File: config.mk
export PLATFORM = sky130hd
export DESIGN_NAME = line_break_leakage_detector_top
export DESIGN_NICKNAME = d
export VERILOG_FILES = /design/src/hdl/lbld_pkg.sv /design/src/hdl/line_break_leakage_detector_top.sv /design/src/hdl/lbld_pair.sv
export SDC_FILE = /design/constraint.sdc
export NUM_CORES = 1
export LEC_CHECK = 0
export BUFFER_PORTS_ARGS = -buffer_cell sky130_fd_sc_hd__buf_2
export CAP_MARGIN = 20
export CORE_MARGIN = 2
export CORE_UTILIZATION = 34
export CTS_BUF_LIST = sky130_fd_sc_hd__clkbuf_4
export CTS_CLUSTER_SIZE = 30
export DETAILED_ROUTE_END_ITERATION = 10
export MAX_ROUTING_LAYER = met4
export PLACE_DENSITY = 0.64
export SLEW_MARGIN = 15
export SYNTH_ARGS = -nofsm -noshare
export SYNTH_HDL_FRONTEND = slang
export SYNTH_SLANG_ARGS = --single-unit
File: constraint.sdc
create_clock -name clk_i -period 4.6 [get_ports clk_i]
set_input_delay 0.46 -clock clk_i [delete_from_list [all_inputs] [get_ports clk_i]]
set_output_delay 0.46 -clock clk_i [all_outputs]
set_load 0.05 [all_outputs]
File: src/hdl/lbld_pkg.sv
// Shared types and constants of the line break and leakage detector.
package lbld_pkg;

  // Threshold registers are twelve bits wide, in raw ADC codes.
  localparam int unsigned CodeW = 12;

  // APB port geometry: two 32-bit registers at byte addresses 0 and 4.
  localparam int unsigned PaddrW = 3;
  localparam int unsigned PdataW = 32;

  // Register indexes as carried by paddr[2].
  localparam logic RegBreakThr  = 1'b0;
  localparam logic RegDetectThr = 1'b1;

  // Reset thresholds: 2.0 V and 1.2 V on a 3.3 V full scale of 4095 codes.
  localparam logic [CodeW-1:0] BreakThrReset  = 12'd2481;
  localparam logic [CodeW-1:0] DetectThrReset = 12'd1490;

  typedef enum logic [1:0] {
    CLS_NORMAL = 2'd0,
    CLS_OPEN   = 2'd1,
    CLS_DETECT = 2'd2
  } class_e;

  // Outcome of pairing one completed window with its predecessor.
  typedef struct packed {
    logic decided;
    logic wire_break;
    logic leakage;
  } decision_t;

endpackage

File: src/hdl/line_break_leakage_detector_top.sv
// Top level of the line break and leakage detector with its APB register port.
// Flow: a sample transaction is held in the input register, and the result of a
// completed window is loaded from there into the output register; a window-finishing
// sample waits while that register is still occupied. Throughput: one sample per cycle
// when no such wait holds it, set by the single compare-and-update pass between the registers.
// Reset: rst_ni is asynchronous and active low; it empties both registers, clears
// the window count, the pairing state and the flags, and loads the reset thresholds.
module line_break_leakage_detector_top #(
  parameter int unsigned WINDOW_LEN  = 5,
  parameter int unsigned SAMPLE_BITS = 12
) (
  input  logic                                    clk_i,
  input  logic                                    rst_ni,
  // Configuration port
  input  logic                                    psel,
  input  logic                                    penable,
  input  logic                                    pwrite,
  input  logic [lbld_pkg::PaddrW-1:0]             paddr,
  input  logic [lbld_pkg::PdataW-1:0]             pwdata,
  output logic [lbld_pkg::PdataW-1:0]             prdata,
  output logic                                    pready,
  // Sample channel
  input  logic                                    in_valid_i,
  output logic                                    in_ready_o,
  input  logic [SAMPLE_BITS-1:0]                  sample_i,
  input  logic                                    read_ok_i,
  // Result channel
  output logic                                    out_valid_o,
  input  logic                                    out_ready_i,
  output logic [SAMPLE_BITS-1:0]                  window_min_o,
  output logic [SAMPLE_BITS-1:0]                  window_max_o,
  output logic [1:0]                              window_class_o,
  output logic                                    decided_o,
  output logic                                    wire_break_o,
  output logic                                    leakage_o
);

  localparam int unsigned CntW = (WINDOW_LEN > 1) ? $clog2(WINDOW_LEN) : 1;
  localparam int unsigned CmpW = (SAMPLE_BITS > lbld_pkg::CodeW) ? SAMPLE_BITS
                                                                 : lbld_pkg::CodeW;
  localparam logic [CntW-1:0] LastIdx = CntW'(WINDOW_LEN - 1);

  // ---------------------------------------------------------------------------
  // Threshold registers. Writes land on the access phase; pready is tied high.
  // ---------------------------------------------------------------------------
  logic [lbld_pkg::CodeW-1:0] break_thr_q;
  logic [lbld_pkg::CodeW-1:0] detect_thr_q;
  logic                       cfg_write;

  assign pready    = 1'b1;
  assign cfg_write = psel && penable && pwrite && pready;

  always_ff @(posedge clk_i or negedge rst_ni) begin
    if (!rst_ni) begin
      break_thr_q  <= lbld_pkg::BreakThrReset;
      detect_thr_q <= lbld_pkg::DetectThrReset;
    end else if (cfg_write) begin
      unique case (paddr[2])
        lbld_pkg::RegBreakThr:  break_thr_q  <= pwdata[lbld_pkg::CodeW-1:0];
        lbld_pkg::RegDetectThr: detect_thr_q <= pwdata[lbld_pkg::CodeW-1:0];
        default: ;
      endcase
    end
  end

  always_comb begin
    unique case (paddr[2])
      lbld_pkg::RegBreakThr:  prdata = lbld_pkg::PdataW'(break_thr_q);
      lbld_pkg::RegDetectThr: prdata = lbld_pkg::PdataW'(detect_thr_q);
      default:                prdata = '0;
    endcase
  end

  // ---------------------------------------------------------------------------
  // Input register. A transaction sits here while it is folded into the
  // window; it is held back only when it finishes a window and the
  // output register is still occupied.
  // ---------------------------------------------------------------------------
  logic                   s1_valid_q;
  logic [SAMPLE_BITS-1:0] s1_sample_q;
  logic                   s1_read_ok_q;
  logic                   s1_done;     // this sample completes a window
  logic                   s1_advance;  // the held sample is consumed this cycle
  logic                   out_free;

  assign out_free   = !out_valid_o || out_ready_i;
  assign s1_advance = s1_valid_q && (!s1_done || out_free);
  assign in_ready_o = !s1_valid_q || s1_advance;

  always_ff @(posedge clk_i or negedge rst_ni) begin
    if (!rst_ni) begin
      s1_valid_q <= 1'b0;
    end else if (in_ready_o) begin
      s1_valid_q <= in_valid_i;
    end
  end

  always_ff @(posedge clk_i) begin
    if (in_ready_o && in_valid_i) begin
      s1_sample_q  <= sample_i;
      s1_read_ok_q <= read_ok_i;
    end
  end

  // ---------------------------------------------------------------------------
  // Running extremes of the current window. The first sample of a window loads
  // both; failed reads leave everything untouched.
  // ---------------------------------------------------------------------------
  logic [CntW-1:0]        cnt_q, cnt_d;
  logic [SAMPLE_BITS-1:0] min_q, min_d;
  logic [SAMPLE_BITS-1:0] max_q, max_d;
  logic                   first;
  logic                   take;

  assign first = (cnt_q == '0);
  assign take  = s1_advance && s1_read_ok_q;

  always_comb begin
    min_d = (first || (s1_sample_q < min_q)) ? s1_sample_q : min_q;
    max_d = (first || (s1_sample_q > max_q)) ? s1_sample_q : max_q;
    cnt_d = (cnt_q == LastIdx) ? '0 : cnt_q + CntW'(1);
  end

  assign s1_done = s1_read_ok_q && (cnt_q == LastIdx);

  always_ff @(posedge clk_i or negedge rst_ni) begin
    if (!rst_ni) begin
      cnt_q <= '0;
    end else if (take) begin
      cnt_q <= cnt_d;
    end
  end

  always_ff @(posedge clk_i) begin
    if (take) begin
      min_q <= min_d;
      max_q <= max_d;
    end
  end

  // ---------------------------------------------------------------------------
  // Classification of the window minimum. Open line wins over detect level.
  // ---------------------------------------------------------------------------
  lbld_pkg::class_e cls;
  logic [CmpW-1:0]  min_wide;

  assign min_wide = CmpW'(min_d);

  always_comb begin
    if (min_wide > CmpW'(break_thr_q)) begin
      cls = lbld_pkg::CLS_OPEN;
    end else if (min_wide < CmpW'(detect_thr_q)) begin
      cls = lbld_pkg::CLS_DETECT;
    end else begin
      cls = lbld_pkg::CLS_NORMAL;
    end
  end

  // ---------------------------------------------------------------------------
  // Pairing of consecutive windows; updated once per completed window.
  // ---------------------------------------------------------------------------
  logic                win_update;
  lbld_pkg::decision_t decision;

  assign win_update = take && s1_done;

  lbld_pair u_pair (
    .clk_i      (clk_i),
    .rst_ni     (rst_ni),
    .update_i   (win_update),
    .cls_i      (cls),
    .decision_o (decision)
  );

  // ---------------------------------------------------------------------------
  // Output register: one result transaction per completed window.
  // ---------------------------------------------------------------------------
  logic out_valid_q;

  always_ff @(posedge clk_i or negedge rst_ni) begin
    if (!rst_ni) begin
      out_valid_q <= 1'b0;
    end else if (win_update) begin
      out_valid_q <= 1'b1;
    end else if (out_ready_i) begin
      out_valid_q <= 1'b0;
    end
  end

  always_ff @(posedge clk_i) begin
    if (win_update) begin
      window_min_o   <= min_d;
      window_max_o   <= max_d;
      window_class_o <= cls;
      decided_o      <= decision.decided;
      wire_break_o   <= decision.wire_break;
      leakage_o      <= decision.leakage;
    end
  end

  assign out_valid_o = out_valid_q;

endmodule

File: src/hdl/lbld_pair.sv
// Pairing of consecutive window classes and the wire break and leakage flags.
module lbld_pair (
  input  logic                    clk_i,
  input  logic                    rst_ni,
  input  logic                    update_i,
  input  lbld_pkg::class_e        cls_i,
  output lbld_pkg::decision_t     decision_o
);

  lbld_pkg::class_e prev_cls_q, prev_cls_d;
  logic             have_prev_q, have_prev_d;
  logic             wire_break_q, wire_break_d;
  logic             leakage_q, leakage_d;

  always_comb begin
    prev_cls_d   = cls_i;
    have_prev_d  = 1'b1;
    wire_break_d = wire_break_q;
    leakage_d    = leakage_q;
    if (have_prev_q) begin
      wire_break_d = (prev_cls_q == lbld_pkg::CLS_OPEN) && (cls_i == lbld_pkg::CLS_OPEN);
      leakage_d    = (prev_cls_q == lbld_pkg::CLS_DETECT) && (cls_i == lbld_pkg::CLS_DETECT);
      // A normal window cannot open a pair, so two fresh windows are needed.
      have_prev_d  = (cls_i != lbld_pkg::CLS_NORMAL);
    end
  end

  assign decision_o.decided    = have_prev_q;
  assign decision_o.wire_break = wire_break_d;
  assign decision_o.leakage    = leakage_d;

  always_ff @(posedge clk_i or negedge rst_ni) begin
    if (!rst_ni) begin
      prev_cls_q   <= lbld_pkg::CLS_NORMAL;
      have_prev_q  <= 1'b0;
      wire_break_q <= 1'b0;
      leakage_q    <= 1'b0;
    end else if (update_i) begin
      prev_cls_q   <= prev_cls_d;
      have_prev_q  <= have_prev_d;
      wire_break_q <= wire_break_d;
      leakage_q    <= leakage_d;
    end
  end

endmodule

=== Word level (Yosys, flattened, before mapping) ===
Cells that the tools add are included.

* Flip-flop bits (word level): 100
* Word-level logic and storage cells: 63

* $add $sub $neg: 1
* Order comparisons: 4
* Eq/ne operators: 5
* Mux-type cells: 11
* Bitwise logic cells: 1
* Reductions and logical operators: 22

{| class="wikitable"
|+ Operators by type and width
! kind !! count
|-
| 32-bit one-hot mux with 2 select lines || 1
|-
| 12-bit > comparator || 2
|-
| 12-bit < comparator || 2
|-
| 12-bit 2-to-1 mux || 2
|-
| 1-bit logical AND || 9
|-
| 1-bit logical OR || 5
|-
| 1-bit 2-to-1 mux || 5
|-
| 2-bit by 1-bit == test with 1-bit output, second input constant || 2
|-
| 2-bit == test, second input constant || 2
|-
| 2-bit 2-to-1 mux || 2
|-
| 2-bit AND reduction || 2
|-
| 2-bit nonzero test || 2
|-
| 3-bit by 1-bit adder with 3-bit output, second input constant || 1
|-
| 3-bit == test, second input constant || 1
|-
| 1-bit zero test || 3
|-
| 3-bit zero test || 1
|-
| 3-bit 2-to-1 mux || 1
|-
| 1-bit inverter || 1
|}

=== Logic depth before layout (Yosys ltp) ===
* Word-level depth: 9
* Gate-level depth with buffers: 17
* Gate-level depth less buffers: 16

=== Hierarchy ===
Synthesis repeated with hierarchy kept, for this count alone.

* Cells, all modules: 407
* Area, all modules: 5213.8 sq um

{| class="wikitable"
|+ By module, submodules not included
! module !! times used !! cells each !! area an instance (sq um) !! seq. area each (sq um)
|-
| line_break_leakage_detector_top || 1 || 388 || 4951.0 || 2722.6
|-
| lbld_pair || 1 || 19 || 262.8 || 125.1
|}

=== Worst setup path after synthesis ===
OpenSTA, ideal clock, no wires.

* Kind: reg-to-reg
* Start: register s1_sample_q[10]
* End: register wire_break_o, data pin
* Arrival time: 3.271 ns
* Required time: 4.340 ns
* Setup slack: 1.069 ns
* Stages on the path, launching flop included: 16
* Path buffers: 1
* Period minus slack after synthesis: 3.531 ns
* Cell sequence: edfxtp_1 -> ha_1 -> a21oi_1 -> nand2_1 -> a211o_1 -> a22oi_4 -> clkbuf_1 -> nand2_1 -> o21ai_0 -> ha_1 -> a211oi_1 -> o21ai_0 -> o2111ai_1 -> a32o_1 -> nor3b_1 -> mux2_2

* Cells in the longest elaborated chain, start to end: 9
* Elaborated cells between the ends (all ways): 10
* Those cells by class: order compare: 3; eq/ne: 1; mux: 4; reduce/logical: 2

{| class="wikitable"
|+ RTL lines
! element !! RTL line !! RTL
|-
| from (decl) || line_break_leakage_detector_top.sv:80 || <nowiki>logic [SAMPLE_BITS-1:0] s1_sample_q;</nowiki>
|-
| from (signal assigned) || line_break_leakage_detector_top.sv:100 || <nowiki>s1_sample_q <= sample_i;</nowiki>
|-
| 12-bit < comparator * || line_break_leakage_detector_top.sv:119 || <nowiki>min_d = (first || (s1_sample_q < min_q)) ? s1_sample_q : min_q;</nowiki>
|-
| 1-bit logical OR * || line_break_leakage_detector_top.sv:119 ||
|-
| 12-bit 2-to-1 mux * || line_break_leakage_detector_top.sv:119 ||
|-
| via min_d[9] || line_break_leakage_detector_top.sv:110 || <nowiki>logic [SAMPLE_BITS-1:0] min_q, min_d;</nowiki>
|-
| 12-bit < comparator || line_break_leakage_detector_top.sv:152 || <nowiki>end else if (min_wide < CmpW'(detect_thr_q)) begin</nowiki>
|-
| 2-bit 2-to-1 mux || line_break_leakage_detector_top.sv:152 ||
|-
| 2-bit 2-to-1 mux * || line_break_leakage_detector_top.sv:150 || <nowiki>if (min_wide > CmpW'(break_thr_q)) begin</nowiki>
|-
| 2-bit by 1-bit == test with 1-bit output * || lbld_pair.sv:21 || <nowiki>wire_break_d = (prev_cls_q == lbld_pkg::CLS_OPEN) && (cls_i == lbld_pkg::CLS_OPEN);</nowiki>
|-
| 1-bit logical AND * || lbld_pair.sv:21 ||
|-
| 1-bit 2-to-1 mux * || lbld_pair.sv:20 || <nowiki>if (have_prev_q) begin</nowiki>
|-
| via u_pair.wire_break_d || lbld_pair.sv:12 || <nowiki>logic wire_break_q, wire_break_d;</nowiki>
|-
| to (signal assigned) || line_break_leakage_detector_top.sv:196 || <nowiki>wire_break_o <= decision.wire_break;</nowiki>
|-
| to (decl) || line_break_leakage_detector_top.sv:34 || <nowiki>output logic wire_break_o,</nowiki>
|}

Mark *: on every way through the listed nets, which the timed path passes. The rest lies on a longest branch.
A chain may end at the register's enable or synchronous reset.

=== Worst setup path in the final report ===
* Start: register s1_sample_q[10]
* End: register u_pair.have_prev_q

* Elaborated cells between the ends (all ways): 9
* Those cells by class: order compare: 3; mux: 4; reduce/logical: 2

{| class="wikitable"
|+ RTL lines
! element !! RTL line !! RTL
|-
| 12-bit < comparator || line_break_leakage_detector_top.sv:119 ||
|-
| 1-bit logical OR || line_break_leakage_detector_top.sv:119 ||
|-
| 12-bit 2-to-1 mux || line_break_leakage_detector_top.sv:119 ||
|-
| via min_d[5] || line_break_leakage_detector_top.sv:110 ||
|-
| 12-bit > comparator || line_break_leakage_detector_top.sv:150 ||
|-
| 2-bit 2-to-1 mux || line_break_leakage_detector_top.sv:150 ||
|-
| via cls[0] || line_break_leakage_detector_top.sv:144 || <nowiki>lbld_pkg::class_e cls;</nowiki>
|-
| 2-bit nonzero test || lbld_pair.sv:24 || <nowiki>have_prev_d = (cls_i != lbld_pkg::CLS_NORMAL);</nowiki>
|-
| 1-bit 2-to-1 mux || lbld_pair.sv:20 ||
|-
| to (signal assigned) || lbld_pair.sv:40 || <nowiki>have_prev_q <= have_prev_d;</nowiki>
|-
| to (decl) || lbld_pair.sv:11 || <nowiki>logic have_prev_q, have_prev_d;</nowiki>
|}

The timed path passes the listed nets, and every way through them passes these cells.

==> metrics.md <==
| Metric | Value |
|---|---|
| Final period util | 0.912 |
| Worst-path fanout max | 25 |
| CP endpoint kind | flip-flop |
| Syn_area_per_cell | 10.9 sq um |
| Cell Chain, Critical Path | ha_1, a21oi_1, nand2_1, a211o_1, a22oi_4, o21ai_0, ha_1, a211oi_1, o21ai_0, o2111ai_1, a32o_1, inv_1, o31ai_1, o21ba_2 |
| CTS tree | yes |
| Final Cell Area | 0.00624 sq mm |
| DRC viols | 0 |
| Outcome | finished clean |
| Clock Path Buffers | 2 |
| Post-CTS Resized | 0 |
| Pwr dens | 448 mW/mm^2 |
| Critical Path AT | between 4 and 5 ns |
| WP buf/inv | 1 |
| Clk_lat worst skew | around 0.50 ns |
| Router iterations before antenna repair | 5 |
| Ys flop type | edfxtp_1 |
| Core box area | between 0.015 and 0.02 sq mm |
| Fin Setup TNS | 0 ns |
| Final Skew | 0.0143 ns |
| Die width | roughly 130 microns |
| GR Util All Layers | 0.150 |
| Vias in the first global route | just over 4000 |
| Wirelength, routed | 12300 microns |
| First-iteration detailed-routing DRC count | 348 |
| Fin. max-slew vios | 0 |
| Fin nets | just under 700 |
| Setup CP Type | reg2reg |
| Number of synthesized flops with an enable pin | 66 |
| Largest net degree at the start of global routing | 37 |
| Slowest stage cell, crit path | edfxtp_1 |
| Placer Congestion | 0.844 |
| Die height | 132 microns |
| Cell count along the critical path | 14 |
| Worst Setup Start Kind | flip-flop |
| FF-to-FF path depth | 14 |
| Post-placement cell area | 0.00605 sq mm |
| IO Pins | 119 |
| Seq/Total Area, Yosys | 0.515 |
| Worst vdd rail ir drop | 0.000234 V |
| Initial Util | 0.348 |
| RSZ-0062 raised after global routing | no |
| Clock Pin Slew Worst Setup and Hold Paths | 0.16 ns |
| Post-CTS Hold Fix Bufs | 1 |
| # H-tree levels | 3 |
| Layout cell share with drive strength beyond 1 | 0.239 |
| Worst hold path type | in2reg |
| Die area | 0.0173 sq mm |
| Mapped cell area | 0.00553 sq mm |
| Area Overhead vs Synth | 12.8% |
| Worst Max-Slew Pin Slew | 0.830 ns |
| Clock Sinks | 100 |
| Routed len/inst | ~15 microns |
| Static Leak | 2.76 nW |
| CP max stage delay | between 0.5 and 0.6 ns |
| Worst path top cell family by delay | compound AO/OA/AOI/OAI gates |
| Antenna violations before repair | 0 |
| Post-DRT Antenna Nets | 0 |
| Worst EP required | approximately 5.0 ns |
| Port Buf Inserts | 75 |
| Post-synthesis sequential element count | 100 |
| First-pass GRT wire length | ~20000 microns |
| Cts bufs inserted | 9 |
| Max-Cap Viols | 0 |
| Synth warnings | 0 |
| Via count | a little over 4000 |
| Hold depth | 1 |
| Dpl hpwl | roughly 9100 microns |
| Overall Power | 2.80 mW |
| Root buffer cell | clkbuf_4 |
| Number of post-CTS setup repair buffers | 0 |
| Distinct cells, synth | 43 |
| FMAX | 238 MHz |
| Final setup fails | 0 |
| FFs w/ async S/R, synth | 0.340 |
| # rows | 46 |
| Total grt overflow | 0 |
| Vias/cell | 5.06 |
| Fill count | 1573 |
| Final min period | roughly 4.2 ns |
| ANT cells | 0 |
| Final hold violation count | 0 |
| Post-Syn Instances | 507 |
| Max-slew headroom | 0.447 |
[area by class of cell]
class                      instances  area (sq um)  area share
timing repair buffer              82           454      0.0728
sequential                       100          2850       0.456
multi-input combinational        335          2330       0.373
clock inverter                     7          73.8      0.0118
clock buffer                       9          67.6      0.0108
tap                              216           270      0.0433
inverter                          53           199      0.0319
[flip-flops by register name, summed over array words and instances (netlist names), 2 cells and up]
register           cells
u_pair.prev_cls_q      2
break_thr_q           12
window_max_o          12
window_class_o         2
cnt_q                  3
max_q                 12
window_min_o          12
detect_thr_q          12
s1_sample_q           12
min_q                 12
[worst register-to-register path, cell delays in order, from the launching register on]
cell and delay (ns):
edfxtp_1 0.54, ha_1 0.38, a21oi_1 0.16, nand2_1 0.07, a211o_1 0.32, a22oi_4 0.47, o21ai_0 0.33, ha_1 0.38
a211oi_1 0.21, o21ai_0 0.13, o2111ai_1 0.15, a32o_1 0.35, inv_1 0.11, o31ai_1 0.31, o21ba_2 0.20
[metrics by stage]
stage	util	worst slack, ns	hold WS (ns)	cells
2_1_floorplan	-	1.07	0.164	526
3_3_place_gp	0.381	0.557	0.466	783
3_5_place_dp	0.381	0.434	0.492	783
4_1_cts	0.390	0.409	0.0813	800
5_1_grt	0.393	0.144	0.0926	802
6_report	0.393	0.405	0.129	802
[power breakdown]
group	internal, mW	leakage [nW]	switching [mW]
clock	0.170	0.0839	0.309
sequential	1.17	1.01	0.0861
combinational	0.375	1.66	0.693
[cells by family (layout without fill, tap and decap cells)]
kind of cell / after synthesis / in the layout / synth area share
AO/OA/AOI/OAI: 104 / 104 / 0.118
adder cells (fa/ha/maj): 48 / 48 / 0.109
other: 2 / 21 / 0.00136
flip-flops: 100 / 100 / 0.515
multiplexers: 32 / 32 / 0.0642
AND/OR/NAND/NOR: 130 / 130 / 0.116
buffers and inverters: 91 / 151 / 0.0773
[worst paths after layout]
check                               startpoint  slack (ns)             endpoint
max                            s1_sample_q[10]        0.40   u_pair.have_prev_q
min                                  read_ok_i        0.13         s1_read_ok_q
max reg2reg                    s1_sample_q[10]        0.40   u_pair.have_prev_q
min reg2reg                u_pair.wire_break_q        0.53  u_pair.wire_break_q
max in group asynchronous               rst_ni        3.56     u_pair.leakage_q
min in group asynchronous               rst_ni        0.55     detect_thr_q[11]
[cells in the final DEF (no fill, tap or decap), types with 18 or more instances in the layout]
master	instances
buf_2	75
edfxtp_1	66
nand2_1	60
inv_1	54
ha_1	48
o21ai_0	45
mux2_2	28
dfrtp_1	22
conb_1	21
nand3_1	18
[layer usage]
metal  vias to the layer above  share of wire  global-route usage  wire, microns
met4                         0          0.020              0.0483            250
met3                        25          0.055              0.0463            678
met1                      1940           0.45               0.179           5510
met5                         -              0                   -              0
li1                       1951              -                   -              -
met2                       144           0.48               0.242           5870
[synthesized netlist by cell type, types with 3 or more instances]
library cell | number | area share
nand4_1 | 10 | 0.011
clkbuf_1 | 14 | 0.0095
dfstp_2 | 12 | 0.057
inv_1 | 53 | 0.036
mux2_2 | 28 | 0.057
o21ai_0 | 45 | 0.041
dfrtp_1 | 22 | 0.10
nor3_1 | 4 | 0.0036
nor2b_1 | 4 | 0.0045
mux2i_1 | 4 | 0.0072
nand2b_1 | 7 | 0.0079
a21oi_1 | 10 | 0.0090
or4_1 | 12 | 0.016
ha_1 | 48 | 0.11
edfxtp_1 | 66 | 0.36
nor2_1 | 8 | 0.0054
o211ai_1 | 12 | 0.016
o21a_1 | 4 | 0.0054
a31oi_1 | 13 | 0.015
nand2_1 | 60 | 0.041
a21o_1 | 6 | 0.0081
a211oi_1 | 3 | 0.0041
nand3_1 | 18 | 0.016
buf_4 | 21 | 0.028
Power figures use the tool's default switching activity.
